File: src/hw/rtl/image_zoom_2x_interpolate_defines.svh
`ifndef IMAGE_ZOOM_2X_INTERPOLATE_DEFINES_SVH
`define IMAGE_ZOOM_2X_INTERPOLATE_DEFINES_SVH

// Same-cycle implication check, gated by synchronous reset
`define IZM_ASSERT_NOW(label, clk, rst, ante, cons, msg) \
  label: assert property (@(posedge clk) disable iff (rst) (ante) |-> (cons)) \
    else $error(msg);

// Next-cycle implication check, gated by synchronous reset
`define IZM_ASSERT_NEXT(label, clk, rst, ante, cons, msg) \
  label: assert property (@(posedge clk) disable iff (rst) (ante) |=> (cons)) \
    else $error(msg);

`endif

File: src/hw/rtl/izm_pkg.sv
`default_nettype none

package izm_pkg;

  // Default geometry limits
  localparam int DEF_MAX_WIDTH  = 1024;
  localparam int DEF_MAX_HEIGHT = 1024;

  // Fixed field widths
  localparam int PIX_W     = 8;
  localparam int CFG_W     = 11;
  localparam int WIN_LO_W  = 10;
  localparam int OUT_W     = 11;
  localparam int CFG_IDX_W = 3;

  // Register indexes
  localparam logic [CFG_IDX_W-1:0] REG_IMAGE_WIDTH  = 3'd0;
  localparam logic [CFG_IDX_W-1:0] REG_IMAGE_HEIGHT = 3'd1;
  localparam logic [CFG_IDX_W-1:0] REG_WIN_TOP      = 3'd2;
  localparam logic [CFG_IDX_W-1:0] REG_WIN_LEFT     = 3'd3;
  localparam logic [CFG_IDX_W-1:0] REG_WIN_BOTTOM   = 3'd4;
  localparam logic [CFG_IDX_W-1:0] REG_WIN_RIGHT    = 3'd5;

  // Register reset values
  localparam logic [CFG_W-1:0]    RST_IMAGE_WIDTH  = 11'd1024;
  localparam logic [CFG_W-1:0]    RST_IMAGE_HEIGHT = 11'd1024;
  localparam logic [WIN_LO_W-1:0] RST_WIN_TOP      = 10'd0;
  localparam logic [WIN_LO_W-1:0] RST_WIN_LEFT     = 10'd0;
  localparam logic [CFG_W-1:0]    RST_WIN_BOTTOM   = 11'd2;
  localparam logic [CFG_W-1:0]    RST_WIN_RIGHT    = 11'd2;

  // Neighborhood of one source pixel
  typedef struct packed {
    logic [PIX_W-1:0] pix;
    logic [PIX_W-1:0] left;
    logic [PIX_W-1:0] upper_left;
    logic [PIX_W-1:0] above;
  } izm_nbr_t;

  // Interpolated values for the gaps around one source pixel
  typedef struct packed {
    logic [PIX_W-1:0] diag;
    logic [PIX_W-1:0] up;
    logic [PIX_W-1:0] lft;
  } izm_vals_t;

endpackage

`default_nettype wire

File: src/hw/rtl/izm_interp.sv
`default_nettype none

module izm_interp (
  input  izm_pkg::izm_nbr_t  nbr,
  output izm_pkg::izm_vals_t vals
);
  import izm_pkg::*;

  logic [PIX_W:0] sum_h;
  logic [PIX_W:0] sum_v;
  logic [PIX_W:0] sum_u;
  logic [PIX_W:0] sum_d;
  logic [PIX_W-1:0] mean_u;

  // Average horizontal and vertical neighbors, and for the diagonal the mean of two pair means, truncated
  always_comb begin
    sum_h  = {1'b0, nbr.left} + {1'b0, nbr.pix};
    sum_v  = {1'b0, nbr.above} + {1'b0, nbr.pix};
    sum_u  = {1'b0, nbr.upper_left} + {1'b0, nbr.above};
    mean_u = sum_u[PIX_W:1];
    sum_d  = {1'b0, mean_u} + {1'b0, sum_h[PIX_W:1]};
    vals.lft  = sum_h[PIX_W:1];
    vals.up   = sum_v[PIX_W:1];
    vals.diag = sum_d[PIX_W:1];
  end

endmodule

`default_nettype wire

File: config.mk
export PLATFORM = sky130hd
export DESIGN_NAME = izm_interp
export DESIGN_NICKNAME = d
export VERILOG_FILES = /design/src/hw/rtl/image_zoom_2x_interpolate_defines.svh /design/src/hw/rtl/izm_pkg.sv /design/src/hw/rtl/izm_interp.sv
export SDC_FILE = /design/constraint.sdc
export NUM_CORES = 1
export LEC_CHECK = 0
export BUFFER_PORTS_ARGS = -buffer_cell sky130_fd_sc_hd__buf_4
export CAP_MARGIN = 20
export CORE_ASPECT_RATIO = 0.7
export CORE_MARGIN = 5
export CORE_UTILIZATION = 32
export DETAILED_ROUTE_END_ITERATION = 16
export PLACE_DENSITY = 0.73
export SLEW_MARGIN = 30
export SYNTH_ARGS = -nofsm -noshare
export SYNTH_HDL_FRONTEND = slang
export SYNTH_SLANG_ARGS = --single-unit
File: constraint.sdc
create_clock -name vclk -period 3.3
set_input_delay 0.33 -clock vclk [all_inputs]
set_output_delay 0.33 -clock vclk [all_outputs]
set_load 0.1 [all_outputs]
==> reports/metrics.yaml <==
routing:
  ant_nets: 0
  num_vias: 1454
  detail_route.wirelength_microns: 3890
  avgViaCountPerCell: 4.77
  firstDrtPassIters: 4
  drtIter0Drc: 68
  wl_per_cell_microns: 12.8
  drc: 0
synthesis:
  synth.avg_cell_area_sq_um: 7.74
  syn_inst: 152
  yosys_warnings: 0
  synth_cell_types: 36
  ys_seq_area_share_pct: 0
  synth_nets: 215
  netlist_area_sq_um: 1180
final_layout:
  fill_cells: 287
  stdcell_area_sq_um: 2450
  diodes: 0
  seq_cells: 0
  multi_input_comb_area_sq_um: 1520
  num-clock-buffers: 0
  final_util_pct: 69.4
  layout-drive-gt1-share_pct: 58.8
  seqCellArea_sq_um: 0
  fin_nets: 320
  area_delta_synth_final_pct: 109
sta:
  max_slew_margin_pct: 70.0
  tns_ns: -0.139
  fin_crit_sh_pct: 104
  post-route-min-period_ns: 3.44
  slew_viol_final: 0
  rsz0062_at_grt: "yes"
  worstMarginPinSlew_ns: 0.444
  setup_viol: 1
  worst_slack_ns: -0.139
  clock.fmax_mhz: 291
  hold_viol_final: 0
status:
  outcome: "finished with violations"
  violations: "negative setup slack"
power_and_ir_drop:
  switching_share_pct: 65.3
  power.switching_w: 0.00116
  finalPower_w: 0.00177
  power_frac_clock_pct: 0
  internal_power_w: 0.000615
  power_frac_seq_pct: 0
  pwr-share-comb_pct: 100.0
  leakage_nw: 1.18
  power_density_nw_per_um2: 723
  peakVddDrop_v: 0.000686
die:
  core-area_sq_um: 3540
  row_count: 18
  die_area_sq_um: 5010
  die_h_microns: 60.7
  initial_core_util_pct: 33.3
  fp.dieW_microns: 82.5
  ioPinCount: 56
clock_network:
  cts_hold_buf: 0
global_route:
  grt_pass1_vias: 1505
  grt_pass1_wl_microns: 6340
  grt-ovfl-total: 0
  antenna_found_initial: 0
  grt_usage_pct: 15.8
  grt_max_degree: 8
worst_setup_path:
  start_kind: "input port"
  crit_required_ns: 2.97
  cp_data_arrival_time_ns: 3.11
  critPathKind: "in2out"
  slowest_stage: "fa_2"
  crit_fanout: 2
  path_cells: "buf_6 > and2_4 > fa_2 > a21o_2 > a21oi_4 > o21bai_1 > a21oi_2 > xnor2_4 > ha_4 > a21boi_4 > or2_4 > maj3_2 > xor2_4 > buf_12"
  cp_slowest_stage_delay_ns: 0.34
  crit_path_end_kind: "output pin"
placed_design:
  place_hpwl_microns: 3500
  gp_congestion: 0.834
  io_buffers: 56
  placed_cell_area_sq_um: 2350
run:
  cap_violations: 0
worst_hold_path:
  holdCritPathClass: "in2out"
metal layers:
metal	up-vias	global-route usage (%)	share of wire, %
met5	-	0	0
met4	0	0	0
met3	0	0.890	2.6
met2	17	29.5	51
met1	683	21.6	46
li1	754	-	-
synthesized netlist by cell type, types with 2 or more instances:
master     n  share of area, %
inv_1     13               4.1
nor2b_1    4               2.1
fa_1       4               6.8
a21oi_1   10               4.3
a21o_1     4               2.6
nand3_1    4               1.7
o21bai_1   2               1.3
nor3_1     5               2.1
nand4_1    2               1.1
xnor2_1   12               8.9
a21boi_1   2               1.3
nor2_1     6               1.9
nand2_1   11               3.5
xor2_1     7               5.2
and2_1     2               1.1
a21boi_0   2               1.3
o21ai_0    6               2.6
a21oi_2    3               2.2
nand2b_1   5               2.7
o21ai_1    5               2.1
nor4_1     2               1.1
ha_1      27                29
through the flow:
step / worst slack, ns / hold WS (ns) / std cells
5_1_grt: -0.239 / 1.23 / 305
3_3_place_gp: -0.245 / 1.19 / 302
3_5_place_dp: -0.293 / 1.20 / 302
2_1_floorplan: -0.649 / 1.09 / 152
6_report: -0.139 / 1.19 / 305
4_1_cts: -0.214 / 1.20 / 304
timing repair:
| item | in CTS | in global routing |
|---|---|---|
| setup buffers | 2 | 1 |
| pin swaps | 15 | 6 |
| setup endpoints to repair | 3 | 4 |
| gates resized for setup | 12 | 7 |
critical path: cells and delay by family:
kind	cells	cell delay [ns]
adder cells (fa/ha/maj)	3	0.91
AO/OA/AOI/OAI	5	0.85
buffers and inverters	2	0.29
XOR/XNOR	2	0.33
AND/OR/NAND/NOR	2	0.40
cell families after synthesis:
| group | synth area share [%] |
|---|---|
| compound gates | 23.9 |
| simple gates | 19.9 |
| buf+inv | 4.15 |
| xor+xnor | 15.5 |
| fa+ha+maj | 36.5 |
layout by cell type (no fill, tap or decap), types with 3 or more instances in the layout:
master / instances
a21o_1: 4
a21oi_1: 6
a21oi_2: 5
buf_12: 3
buf_4: 98
fa_1: 3
ha_1: 21
ha_4: 6
inv_1: 12
nand2_1: 10
nand2b_1: 4
nand3_1: 4
nor2_1: 5
nor2b_1: 4
nor3_1: 4
o21ai_0: 3
o21ai_1: 4
xnor2_1: 6
xnor2_4: 5
xor2_4: 4
path summary, 6_finish.rpt:
check | slack (ns) | cells after the start | end | from
worst max-delay path | -0.14 | 14 | vals[22] | nbr[24]
worst min-delay path | 1.19 | 4 | vals[14] | nbr[31]
area by class of cell:
type	instances	area share (%)
Tap cell	50	2.55
Multi-Input combinational cell	139	62.0
Timing Repair Buffer	103	33.4
Inverter	13	2.14
power groups by stage:
stage	sequential (W)	clock (W)	combinational (W)
final	0	0	0.00177
after global routing	0	0	0.00186
after CTS	0	0	0.00174
after detailed placement	0	0	0.00167
after global placement	0	0	0.00165
after floorplan	0	0	0.00129
No activity file was read; power rests on OpenSTA's default activity.
